===== src/rtl/core/qls_pkg.sv =====
// ----------------------------------------------------------------------------
// qls_pkg: shared definitions of the query lexer
// Record and token codes, column and number widths, the word formats that
// travel between the lexer front, the fraction divider, the queue and the back.
// ----------------------------------------------------------------------------
`timescale 1ns / 1ps
`default_nettype none

package qls_pkg;

   // Query length limit; column counts saturate here.
   localparam int MAX_QUERY_LEN   = 4096;
   // Fraction digits that count toward a number's value.
   localparam int FRACTION_DIGITS = 9;

   localparam int COL_W    = 13;
   localparam int INT_W    = 16;
   localparam int QUOT_W   = 16;
   localparam int NUM_W    = INT_W + QUOT_W;
   localparam int FRAC_W   = 30;
   localparam int FCNT_W   = 4;
   localparam int RECS_MAX = 4;
   localparam int CNT_W    = $clog2(RECS_MAX + 1);
   localparam int IDX_W    = $clog2(RECS_MAX);
   localparam int QUEUE_DEPTH = 4;

   // Record types.
   localparam logic [1:0] REC_VALUE = 2'd0;
   localparam logic [1:0] REC_TOKEN = 2'd1;
   localparam logic [1:0] REC_END   = 2'd2;

   // Token kinds.
   localparam logic [2:0] KIND_IDENT  = 3'd0;
   localparam logic [2:0] KIND_STRING = 3'd1;
   localparam logic [2:0] KIND_NUMBER = 3'd2;
   localparam logic [2:0] KIND_LPAREN = 3'd3;
   localparam logic [2:0] KIND_RPAREN = 3'd4;
   localparam logic [2:0] KIND_COMMA  = 3'd5;
   localparam logic [2:0] KIND_PIPE   = 3'd6;
   localparam logic [2:0] KIND_ERROR  = 3'd7;

   typedef enum logic [2:0] {
      MODE_IDLE  = 3'd0,
      MODE_IDENT = 3'd1,
      MODE_STR   = 3'd2,
      MODE_ESC   = 3'd3,
      MODE_NUM   = 3'd4
   } lex_mode_type;

   // One result word without its number value.
   typedef struct packed {
      logic [1:0]       rtype;
      logic [2:0]       kind;
      logic [7:0]       vchar;
      logic [COL_W-1:0] col_start;
      logic [COL_W-1:0] col_end;
   } lex_rec_type;

   // All result words caused by one input word, plus the integer part of a
   // number token among them.
   typedef struct packed {
      logic [CNT_W-1:0]                cnt;
      lex_rec_type [RECS_MAX-1:0]      recs;
      logic [INT_W-1:0]                int_part;
      logic                            neg;
   } lex_bundle_type;

   // Fraction digits of a number token, to be scaled by the divider.
   typedef struct packed {
      logic [FRAC_W-1:0] frac;
      logic [FCNT_W-1:0] fcnt;
   } lex_frac_type;

   // Queue entry: the result words with the finished number value.
   typedef struct packed {
      logic [IDX_W-1:0]           last;
      lex_rec_type [RECS_MAX-1:0] recs;
      logic [NUM_W-1:0]           num;
   } lex_entry_type;

   typedef struct packed {
      logic not_empty;
      logic full;
   } queue_status_type;

   // Powers of ten for the fraction scale.
   function automatic logic [FRAC_W-1:0] pow10(logic [FCNT_W-1:0] k);
      logic [FRAC_W-1:0] p;
      case (k)
         4'd0:    p = 30'd1;
         4'd1:    p = 30'd10;
         4'd2:    p = 30'd100;
         4'd3:    p = 30'd1000;
         4'd4:    p = 30'd10000;
         4'd5:    p = 30'd100000;
         4'd6:    p = 30'd1000000;
         4'd7:    p = 30'd10000000;
         4'd8:    p = 30'd100000000;
         4'd9:    p = 30'd1000000000;
         default: p = 30'd1;
      endcase
      return p;
   endfunction

endpackage

`default_nettype wire


===== src/rtl/core/qls_fifo.sv =====
// ----------------------------------------------------------------------------
// qls_fifo: queue between the value pipeline and the result side
// Four entries of finished result groups, so that the lexer keeps taking
// characters while the result side is stalled, until the queue is full.
// ----------------------------------------------------------------------------
`timescale 1ns / 1ps
`default_nettype none

module qls_fifo (
   input  logic                      clock,
   input  logic                      reset,
   input  logic                      push,
   input  qls_pkg::lex_entry_type    push_entry,
   input  logic                      pop,
   output qls_pkg::lex_entry_type    head,
   output qls_pkg::queue_status_type status
);
   import qls_pkg::*;

   localparam int PTR_W  = $clog2(QUEUE_DEPTH);
   localparam int FILL_W = $clog2(QUEUE_DEPTH + 1);

   lex_entry_type     slot_ff [QUEUE_DEPTH];
   logic [PTR_W-1:0]  wr_ptr_ff;
   logic [PTR_W-1:0]  rd_ptr_ff;
   logic [FILL_W-1:0] fill_ff;

   assign head             = slot_ff[rd_ptr_ff];
   assign status.not_empty = (fill_ff != '0);
   assign status.full      = (fill_ff == FILL_W'(QUEUE_DEPTH));

   // Pointers and fill level.
   always_ff @(posedge clock) begin
      if (reset) begin
         wr_ptr_ff <= '0;
         rd_ptr_ff <= '0;
         fill_ff   <= '0;
      end else begin
         if (push) begin
            wr_ptr_ff <= (wr_ptr_ff == PTR_W'(QUEUE_DEPTH - 1)) ? '0 : wr_ptr_ff + PTR_W'(1);
         end
         if (pop) begin
            rd_ptr_ff <= (rd_ptr_ff == PTR_W'(QUEUE_DEPTH - 1)) ? '0 : rd_ptr_ff + PTR_W'(1);
         end
         if (push && !pop) begin
            fill_ff <= fill_ff + FILL_W'(1);
         end else if (pop && !push) begin
            fill_ff <= fill_ff - FILL_W'(1);
         end
      end
   end

   // Entry storage.
   always_ff @(posedge clock) begin
      if (push) begin
         slot_ff[wr_ptr_ff] <= push_entry;
      end
   end

endmodule

`default_nettype wire


===== config.mk =====
export PLATFORM = sky130hd
export DESIGN_NAME = qls_fifo
export DESIGN_NICKNAME = d
export VERILOG_FILES = /design/src/rtl/core/qls_pkg.sv /design/src/rtl/core/qls_fifo.sv
export SDC_FILE = /design/constraint.sdc
export NUM_CORES = 1
export LEC_CHECK = 0
export BUFFER_PORTS_ARGS = -buffer_cell sky130_fd_sc_hd__buf_4
export CORE_MARGIN = 2
export CORE_UTILIZATION = 26
export CTS_BUF_LIST = sky130_fd_sc_hd__clkbuf_8 sky130_fd_sc_hd__clkbuf_16
export DETAILED_ROUTE_END_ITERATION = 12
export PLACE_DENSITY_LB_ADDON = 0.05
export SETUP_SLACK_MARGIN = 0.05
export SYNTH_ARGS = -nofsm -noshare
export SYNTH_HDL_FRONTEND = slang
export SYNTH_SLANG_ARGS = --single-unit

===== constraint.sdc =====
create_clock -name clock -period 7.65 [get_ports clock]
set_input_delay 0.3825 -clock clock [delete_from_list [all_inputs] [get_ports clock]]
set_output_delay 0.3825 -clock clock [all_outputs]
set_load 0.03 [all_outputs]

==> results of run 1 <==
[layer usage]
layer	GRT usage, %	part of all wire [%]	vias to the layer above
met1	15.2	41	6974
li1	-	-	5818
met3	4.14	7.0	121
met5	0	0.095	-
met4	4.10	2.6	10
met2	20.7	49	344
[what timing repair did]
action,CTS,global route
endpoints found under the hold margin,769,0
endpoints found under the setup margin,0,0
hold buffers,192,0
[cell type report]
cell class / instances / area, um2
clock inverter: 71 / 674
timing repair buffer: 590 / 4980
inverter: 4 / 15.0
sequential: 769 / 23000
clock buffer: 95 / 2380
tap: 1391 / 1740
antenna: 9 / 22.5
multi-input combinational: 221 / 4540
fill: 9977 / 68400
[stage by stage]
| step | cells | hold slack [ps] |
|---|---|---|
| global placement | 2783 | 476 |
| detailed placement | 2783 | 494 |
| global route | 3149 | 35.0 |
| CTS | 3141 | 1.43 |
| finish | 3150 | 55.3 |
| floorplan | 1036 | 452 |
[power by group]
part | internal, mW | leakage (nW) | switching [mW]
combinational | 0.503 | 3.92 | 0.695
clock | 2.70 | 1.58 | 1.67
sequential | 4.84 | 7.06 | 0.0489
[worst register-to-register path: cells and delay by family (launching register included)]
family	cells	cell delay, ps
adders and majority gates	1	180
buffers and inverters	1	700
DFF	1	400
and+or+nand+nor	1	590
[cell families after synthesis]
| group | count (synthesis) |
|---|---|
| flip-flops | 769 |
| multiplexers | 194 |
| buffers and inverters | 46 |
| AND/OR/NAND/NOR | 15 |
| adder cells (fa/ha/maj) | 7 |
| AO/OA/AOI/OAI | 3 |
| XOR/XNOR | 2 |
[path summary, 6_finish.rpt]
path / from / endpoint / cells after the start
min: push / wr_ptr_ff[1] / 3
min reg2reg: fill_ff[2] / fill_ff[2] / 2
max reg2reg: wr_ptr_ff[0] / slot_ff[1][84] / 3
max: flip-flop / head[151] / 3
[flip-flops by register name, indices dropped and copies added (netlist names), named ones only]
name       count
fill_ff        3
rd_ptr_ff      2
slot_ff      760
wr_ptr_ff      2
[cell usage after synthesis]
cell type,count
sky130_fd_sc_hd__a21oi_1,2
sky130_fd_sc_hd__and2_1,4
sky130_fd_sc_hd__buf_1,8
sky130_fd_sc_hd__buf_2,22
sky130_fd_sc_hd__buf_6,11
sky130_fd_sc_hd__clkbuf_1,1
sky130_fd_sc_hd__dfxtp_1,9
sky130_fd_sc_hd__edfxtp_1,760
sky130_fd_sc_hd__fa_1,1
sky130_fd_sc_hd__ha_1,6
sky130_fd_sc_hd__inv_1,4
sky130_fd_sc_hd__mux2i_1,4
sky130_fd_sc_hd__mux4_2,190
sky130_fd_sc_hd__nor2_1,7
sky130_fd_sc_hd__nor3b_1,2
sky130_fd_sc_hd__o21ai_0,1
sky130_fd_sc_hd__or3_1,2
sky130_fd_sc_hd__xor2_1,2
==> metrics list, run 1 <==
- Static leakage power: 12.6 nW
* Number of buffers between clock root and the deepest sink: 3
* Number of nets in the final layout: 1879
* Synthesized cell area: 27800 um2
- Via count of the first global-routing pass: 14828
* Number of hold violations in the final report: 0
- For this run, the share of the core covered by cells in the final layout is 35.3%.
- The count of nets left with antenna violations once routing finished came out at 0.
- Together, buffers and inverters on the worst path number 2.
- Top cell type's share of synthesized area: 82.1%
- The die covers 110000 um2.
- Counting I/O delays and the setup requirement, the final critical path takes 3420 ps.
* Most common cell after layout, fill and taps aside: sky130_fd_sc_hd__edfxtp_1
- Setup repair after global routing left no endpoint under its margin.
- The tree is rooted in a sky130_fd_sc_hd__clkbuf_16.
- The detailed router placed 13267 vias in this run.
- Avg Vias per Cell: 4.21
- Clock edge transition at the registers on the reported setup and hold paths: 60 ps
- Across every metal layer, demand over resource in global routing totals 12.4%.
* Setup slack, reg-to-reg: 5190 ps
* Final routed wire length divided by cell count: 21.7 um
- Period Utilization, post-route: 44.8%
- Result of the run: finished clean
- The max-slew violation total from the final report was 0.
- Along the worst path, the maximum fanout reaches 38.
- The area growth from synthesis to layout is 34.3%.
- Number of buffers inserted during clock tree synthesis: 92
- The floorplan step defined a core boundary enclosing 106000 um2.
- Across the run, the number of max-cap violations was 0.
- After detailed routing, the number of remaining DRC violations is 0.
* Remaining max-slew budget at the tightest pin: 27.2%
- Share of cell area taken by muxes after synthesis: 15.5%
* I/O pin count: 386
- The share of the Yosys chip area taken by registers is 82.7%.
- Summed over all instances, the cell type with the most area after synthesis is sky130_fd_sc_hd__edfxtp_1.
* Post-synthesis share of cell area spent on xor and xnor gates: 0.0630%
- The worst setup path is of the flip-flop to output pin kind.
- The die is 331 um tall.
* Type of the worst min-delay path: primary input to flip-flop
- The initialized floorplan defines 119 standard-cell rows.
- A synthesized cell averages 26.8 um2.
- At the worst endpoint, the arrival time is 3040 ps.
- Area after DPL: 32400 um2
- Setup-failing EPs final: 0
- Once the clock tree was built, the resizer swapped 0 gates to a different size.
- By area, the combinational part of the netlist is dominated by multiplexers.
* Detailed-route wire length: 68300 um
- Insertion delay to the later sink of the worst-skew pair: 640 ps
- Among cell families on the critical path, the largest total delay comes from buffers and inverters.
* Worst IR Drop VDD: 0.192 mV
- Finished Cell Area: 37400 um2
* Final global-route overflow total: 0
- STA classifies the critical path startpoint as a flip-flop.
* Crit-path most repeated cell: sky130_fd_sc_hd__buf_4
* CTS H-Tree Depth: 3
- Total number of yosys warnings: 0
- At the end of routability-driven placement, the weighted congestion stood at 0.657.
- Counting every net in the synthesized netlist gives 1237.
- Number of DRC markers after the initial detailed-route iteration: 643
- Post-CTS Setup Bufs: 0
- Counting flops and latches in the post-synthesis netlist gives 769.
- Walking the worst path, the cells encountered are buf_4, mux4_2, buf_4.
* Measured slew at the worst slew-check pin: 1090 ps
- Derived from the worst setup path, the maximum achievable clock frequency is 292 MHz.
- # clock sinks: 769
- Top library cells by usage in the layout, fill and taps aside: 760 x sky130_fd_sc_hd__edfxtp_1, 392 x sky130_fd_sc_hd__buf_4, 192 x sky130_fd_sc_hd__dlygate4sd3_1
* Pin count of the biggest net entering global routing: 119
- The post-route netlist has 41.3% of its cells at a drive strength greater than 1.
- Buffers placed on the I/O ports in this run total 385.
- Power density over cell area: 280 nW/um2
- Summing the areas of all and, or, nand and nor instances in the mapped netlist gives 0.283% of the synthesized area.
* Die extent in x: 331 um
- The worst path meets setup with 4230 ps of slack.
- Detailed placement ended at an HPWL of 36700 um.
- For this run, the slowest stage of the critical path takes 730 ps.
* Wire length of the first global-routing pass: 99000 um
- Slowest CP cell: sky130_fd_sc_hd__buf_4
- Instance count of the mapped netlist: 1036
- Initial antenna violation count: 13
- Router iterations before antenna repair: 4
* Distinct cells, synth: 18
- Required time of the critical path: 7270 ps
* Effective utilization at floorplan: 26.3%
- The completed layout was analyzed and its total power is 10.5 mW.
- OpenSTA, run right after detailed placement, puts the worst setup slack at 4730 ps.
- Worst Skew: 9.20 ps
- Summing the areas of all compound-gate instances in the mapped netlist gives 0.0540% of the synthesized area.
* Crit. End Element: output pin
- Total negative setup slack: 0 ps
* Leading cell types by total area after synthesis: sky130_fd_sc_hd__edfxtp_1 82%, sky130_fd_sc_hd__mux4_2 15%, sky130_fd_sc_hd__dfxtp_1 0.65%, sky130_fd_sc_hd__buf_6 0.45%, sky130_fd_sc_hd__buf_2 0.40%
- Adder-cell area share of the yosys netlist: 0.342%
- TritonCTS built the clock tree.
Power figures use the tool's default switching activity.
==> run 2, diff against run 1 <==
==> constraint.sdc (replaced) <==
create_clock -name clock -period 3.3 [get_ports clock]
set_input_delay 0.165 -clock clock [delete_from_list [all_inputs] [get_ports clock]]
set_output_delay 0.165 -clock clock [all_outputs]
set_load 0.03 [all_outputs]
==> run 2 against run 1 <==
Global-route usage is 0.36 points higher. Flip-flop and latch count stayed put. Critical path depth is 1 higher. Final cell count is 1.1% higher. Routed wire length is 2.8% higher. Combinational power is 140% higher. Setup slack worse by 3600 ps. Clock-buffer cell count is 1 lower. Design area is 0.91% higher. Total power is 130% higher. Sequential power is 130% higher. Critical path type unchanged. Largest power group unchanged. Highest routed layer unchanged.
==> metrics list, run 2 (same netlist as run 1, synthesis figures left out) <==
- The floorplan step defined a core boundary enclosing 106000 um2.
* Power density over cell area: 626 nW/um2
- Traced cell by cell, the critical path runs through buf_12, buf_4, mux4_2, buf_4.
* Routed wl met3: 4230 um
* Worst IR Drop VDD: 0.347 mV
- Number of nets in the final layout: 1921
* Gpl congestion: 0.686
* Number of hold violations in the final report: 0
- Max-cap violations in this run came to 0.
- Final std cells w/o fill: 3186
* # clock sinks: 769
- Post-CTS Setup Bufs: 0
* Wire length of the first global-routing pass: 102000 um
- Global routing used 12.8% of the available tracks across all layers.
- Leaving out fill and tap cells, the most frequent cell in the layout is sky130_fd_sc_hd__edfxtp_1.
* Pin count of the biggest net entering global routing: 68
- The die covers 110000 um2.
- Number of buffer cells added on primary ports: 385
- Summed over all layers, the global routing overflow is 0.
- CTS root buffer: sky130_fd_sc_hd__clkbuf_16
* Metal-1 WL: 30600 um
* Final routed wire length divided by cell count: 22.0 um
- Wire segments on met2 add up to 33600 um in the final route.
- Avg Vias per Cell: 4.22
- Effective utilization at floorplan: 26.3%
* Type of the worst min-delay path: primary input to flip-flop
* Post-route ant nets: 0
- The worst setup path is captured at an output pin.
* Y dimension of the die: 331 um
- Required time of the critical path: 3130 ps
- For the final routed database, the setup TNS stands at 0 ps.
- Pins over their slew limit: 0
* Measured slew at the worst slew-check pin: 754 ps
* Number of DRC markers after the initial detailed-route iteration: 714
- Top flop regs: slot_ff (760), fill_ff (3)
* Setup-failing EPs final: 0
* Total DRC errors in the routed layout: 0
- The clock passes through at most 3 buffers.
* Post-route minimum period: 2720 ps
- Worst-path fanout max: 24
- Initial antenna violation count: 9
* I/O pin count: 386
* Category of the critical setup timing path: flip-flop to output pin
- The via count of the first global-routing pass is 14903.
- Remaining max-slew budget at the tightest pin: 49.7%
- The register with the most flip-flops in the layout has 760 of them.
- Slowest CP cell: sky130_fd_sc_hd__dfxtp_4
- The clock reaches the later pin of the worst-skew pair after 650 ps.
* Period Utilization, post-route: 82.5%
* Clock tree from TritonCTS: yes
- The pre-antenna-repair detailed-routing pass consisted of 5 iterations.
* Max Used Layer: met5
- Of the total power, registers draw 47.9%.
- Worst Skew: 18.7 ps
* Number of buffers inserted during clock tree synthesis: 90
- Counting stages on the worst path, the most repeated cell is sky130_fd_sc_hd__buf_4.
* Fraction of layout cells with a size suffix above 1: 42.5%
- CTS built an H-tree with a depth of 3.
- The multi-input combinational cells in the finished layout cover a total of 4540 um2.
* Crit path largest cell delay: 580 ps
- slot_ff holds more flip-flops than any other register.
* Sw frac: 23.9%
- After filler insertion, the fill cell instance count of the layout stands at 9912.
- Once detailed placement completed, the half-perimeter wirelength came to 44100 um.
- Psw: 5.64 mW
- Across the whole layout, storage elements account for 23000 um2.
* Static leakage power: 12.7 nW
* Fin Hold WS: 252 ps
- In this run the critical register-to-register path is launched from wr_ptr_ff[0].
- Internal power: 18.0 mW
* Origin of the worst min-delay path: push_entry[3]
- Via total after detailed routing: 13458
* Number of cell rows: 119
- Synthesis-to-finish area growth: 35.6%
- Result of the run: finished clean
* Worst path arrival time: 2560 ps
- For this run, the top clock speed supported by timing is 367 MHz.
* Type of origin of the critical path: flip-flop
* Die extent in x: 331 um
* Setup repair after global routing missed its margin: no
* Proportion of power drawn by the clock network: 39.8%
- Cell total after placement: 2826
- Combinational group share of total power: 12.3%
* Top library cells by usage in the layout, fill and taps aside: 760 x sky130_fd_sc_hd__edfxtp_1, 414 x sky130_fd_sc_hd__buf_4, 193 x sky130_fd_sc_hd__dlygate4sd3_1
- Clock edge transition at the registers on the reported setup and hold paths: 60 ps
- Finished Cell Area: 37700 um2
* Area after DPL: 32900 um2
- Detailed-route wire length: 70200 um
- Setup slack, reg-to-reg: 1340 ps
==> run 2: changes by cell type in the layout (fill, tap and decap cells not counted), sizes merged <==
cell / change
dlygate4sd3: +1
diode: -5
bufinv: -8
clkinvlp: -1
clkbuf: -1
clkinv: +12
buf: +43
inv: -5
==> run 2: layout make-up <==
cell class / count / share of cell area (%)
antenna: 4 / 0.0266
clock buffer: 94 / 6.15
clock inverter: 69 / 1.30
inverter: 4 / 0.0398
multi-input combinational: 221 / 12.0
sequential: 769 / 61.0
tap: 1391 / 4.62
timing repair buffer: 634 / 14.8
==> run 2: repair_timing <==
item / CTS / global route
resized for setup: 0 / 0
hold endpoints to repair: 769 / 0
endpoints found under the setup margin: 0 / 0
hold buffers: 193 / 0
==> run 2: power by group through the flow <==
stage | Sequential, mW | Clock [mW] | Combinational, mW
floorplan | 11.5 | 0 | 1.53
global placement | 11.5 | 0 | 2.78
detailed placement | 11.5 | 0 | 2.78
CTS | 11.3 | 9.78 | 3.00
global route | 11.3 | 10.1 | 3.10
finish | 11.3 | 9.40 | 2.89
==> run 2: path summary, 6_finish.rpt <==
| path | end | cells past startpoint |
|---|---|---|
| worst max-delay path | head[161] | 4 |
| worst min-delay path | slot_ff[3][3] | 2 |
| worst max register to register | slot_ff[0][105] | 4 |
| worst min register to register | fill_ff[2] | 2 |
==> run 2: routing by layer <==
metal	vias up	track usage, %
li1	5905	-
met1	7081	16.4
met2	342	20.7
met3	120	4.18
met4	10	3.75
met5	-	0
==> run 2: worst max-delay path: cells and delay by family, from the launching register on <==
kind                   cells  cell delay (ps)
multiplexers               1              520
flip-flops                 1              580
buffers and inverters      3              720
==> run 2: metrics by stage <==
step | power [mW] | setup slack [ps] | util (%)
2_1_floorplan | 13.0 | 967 | -
3_3_place_gp | 14.3 | 1150 | 31.2
3_5_place_dp | 14.3 | 1170 | 31.2
4_1_cts | 24.1 | 424 | 35.7
5_1_grt | 24.6 | 381 | 35.7
6_report | 23.6 | 577 | 35.7
==> run 3, diff against run 2 <==
==> constraint.sdc (replaced) <==
create_clock -name clock -period 2.2 [get_ports clock]
set_input_delay 0.11 -clock clock [delete_from_list [all_inputs] [get_ports clock]]
set_output_delay 0.11 -clock clock [all_outputs]
set_load 0.03 [all_outputs]
==> run 3 against run 2 <==
Sequential power is 50% higher. Critical path type unchanged. Largest cell class unchanged. Critical endpoint is now head[76]. The flow now finishes with violations (setup timing). Worst hold slack worse by 46 ps. Setup slack worse by 700 ps.
==> metrics list, run 3 (same netlist as run 1, synthesis figures left out) <==
* Fin Hold WS: 206 ps
- Net switching is 23.5% of the power.
- Measured slew at the worst slew-check pin: 525 ps
- Y dimension of the die: 331 um
* Gpl congestion: 0.676
- I/O pin count: 386
- Via count of the first global-routing pass: 15190
* Maxcap violations: 0
- Die Footprint: 110000 um2
- In the routed design, unresolved DRC markers number 0.
- Post-route ant nets: 0
* Pwr Total: 36.5 mW
- For the worst setup path, the data required time is 2090 ps.
- Insertion delay to the later sink of the worst-skew pair: 650 ps
* Number of DRC markers after the initial detailed-route iteration: 821
* Worst Skew: 15.9 ps
- Across all setup checks in the final design, the least slack found is -127 ps.
* # clock sinks: 769
- Setup violations remaining at the end of the flow were counted as 187.
* Die extent in x: 331 um
- The finished cells cover 39200 um2.
- Via total after detailed routing: 13538
* Psw: 8.57 mW
- Summed over all cells, the static leakage comes to 13.3 nW.
- Number of hold violations in the final report: 0
- For this run the aggregate overflow at the end of global routing stands at 0.
- Worst IR Drop VDD: 0.557 mV
- The clock network accounts for 39.9% of the total power.
- Entering global routing, the biggest net connects 69 pins.
- Based on the critical path, the design can be clocked at up to 430 MHz.
- Cells fill 37.0% of the core in the end.
- The library cells used most frequently in the layout, excluding fill and tap cells, are 760 x sky130_fd_sc_hd__edfxtp_1, 213 x sky130_fd_sc_hd__buf_4, 194 x sky130_fd_sc_hd__dlygate4sd3_1.
- CTS root buffer: sky130_fd_sc_hd__clkbuf_16
- Internal power: 27.9 mW
- The run finished, with violations left.
* Clock edge transition at the registers on the reported setup and hold paths: 60 ps
- TritonCTS created 91 clock buffers.
- Total negative setup slack: -13750 ps
- Using the TritonRoute via totals, the vias-per-cell ratio works out to 4.22.
* Remaining max-slew budget at the tightest pin: 65.0%
- Worst path arrival time: 2220 ps
- The final critical path takes up 106% of the cycle.
* Number of cell rows: 119
- Wire length of the first global-routing pass: 103000 um
- The number of antenna violations at the first check in global routing came to 13.
- STA classifies the critical path startpoint as a flip-flop.
* Router iterations before antenna repair: 4
- Effective utilization at floorplan: 26.3%
- Layout fillers: 9772
- Combinational logic is responsible for 13.7% of the overall power.
- Core region area: 106000 um2
- Area after DPL: 32800 um2
- Of the cells placed in the final design, the portion with a size suffix greater than 1 is 42.6%.
* Worst-path fanout max: 7
* Sum of net half-perimeters after detailed placement: 41400 um
* Setup repair after global routing missed its margin: yes
- Number of buffer cells added on primary ports: 385
- Overall track demand over capacity in global routing: 13.1%
- The worst setup path is captured at an output pin.
- In the final layout, the registers with the most flip-flops are slot_ff (760), fill_ff (3).
* Synthesis-to-finish area growth: 40.8%
- The library cell used most frequently in the layout, excluding fill and tap cells, is sky130_fd_sc_hd__edfxtp_1.
- The register with the most flip-flops in the layout has 760 of them.
* Clock tree from TritonCTS: yes
- In this run the power density over the cells is 932 nW/um2.
* Number of buffers between clock root and the deepest sink: 3
* Pins over their slew limit: 0
- The clock tree synthesis step divided the H-tree into 3 levels.
* Post-route minimum period: 2330 ps
- Type of the worst min-delay path: primary input to flip-flop
- After the last flow step, the layout net total stands at 1937.
* Relative contribution of sequential cells to total power: 46.4%
- Most flops, register: slot_ff
* Detailed-route wire length: 72000 um
- Category of the critical setup timing path: flip-flop to output pin
* Violations in the final reports: setup timing
* Final routed wire length divided by cell count: 22.4 um
run 3: cell types whose count changed in the layout (fill, tap and decap cells not counted), sizes merged:
cell / delta
buf: +12
inv: +7
clkinv: -4
diode: +4
bufinv: +3
clkbuf: +3
clkinvlp: -2
dlygate4sd3: +1
run 3: per-stage QoR:
stage,instances,setup slack [ps]
after floorplan,1036,-98.6
after global placement,2814,399
after detailed placement,2814,399
after CTS,3200,-240
after global routing,3208,-246
final,3210,-127
run 3: what timing repair did:
action	CTS	global route
endpoints found under the hold margin	771	0
hold buffers	194	0
gates cloned	14	2
resized for setup	231	1
endpoints found under the setup margin	185	190
buffers inserted	11	0
run 3: path summary, 6_finish.rpt:
| path | start | slack, ps | cells after the start | end |
|---|---|---|---|---|
| worst max register to register | wr_ptr_ff[1] | 580 | 5 | slot_ff[1][31] |
| worst min register to register | fill_ff[2] | 510 | 2 | fill_ff[2] |
| worst max-delay path | flip-flop | -130 | 5 | head[76] |
| worst min-delay path | push_entry[132] | 210 | 2 | slot_ff[3][132] |
run 3: layer usage:
layer	track usage, %	share of wire [%]	vias up
met5	0	0.11	-
met4	3.70	2.2	14
met3	4.60	7.0	125
met2	21.4	48	336
met1	16.4	42	7123
li1	-	-	5940
run 3: worst max-delay path, cell delays in order, from the launching register on:
cell                      delay (ps)
sky130_fd_sc_hd__dfxtp_4         400
sky130_fd_sc_hd__buf_12          120
sky130_fd_sc_hd__buf_16          160
sky130_fd_sc_hd__buf_16          160
sky130_fd_sc_hd__mux4_2          550
sky130_fd_sc_hd__buf_6           170
run 3: layout make-up:
type                            instances  area [um2]  share of cell area [%]
Sequential cell                       769       23000                    58.8
Timing Repair Buffer                  649        6920                    17.7
Multi-Input combinational cell        221        4540                    11.6
Clock buffer                           95        2380                    6.07
Tap cell                             1391        1740                    4.44
Clock inverter                         73         536                    1.37
Antenna cell                            8        20.0                  0.0511
Inverter                                4        15.0                  0.0383
run 3: power groups by stage:
stage               registers (mW)  logic, mW  clock network, mW
floorplan                     17.2       2.30                  0
global placement              17.2       4.17                  0
detailed placement            17.3       4.17                  0
CTS                           17.0       5.13               15.2
global route                  17.0       5.32               15.7
finish                        16.9       4.99               14.6
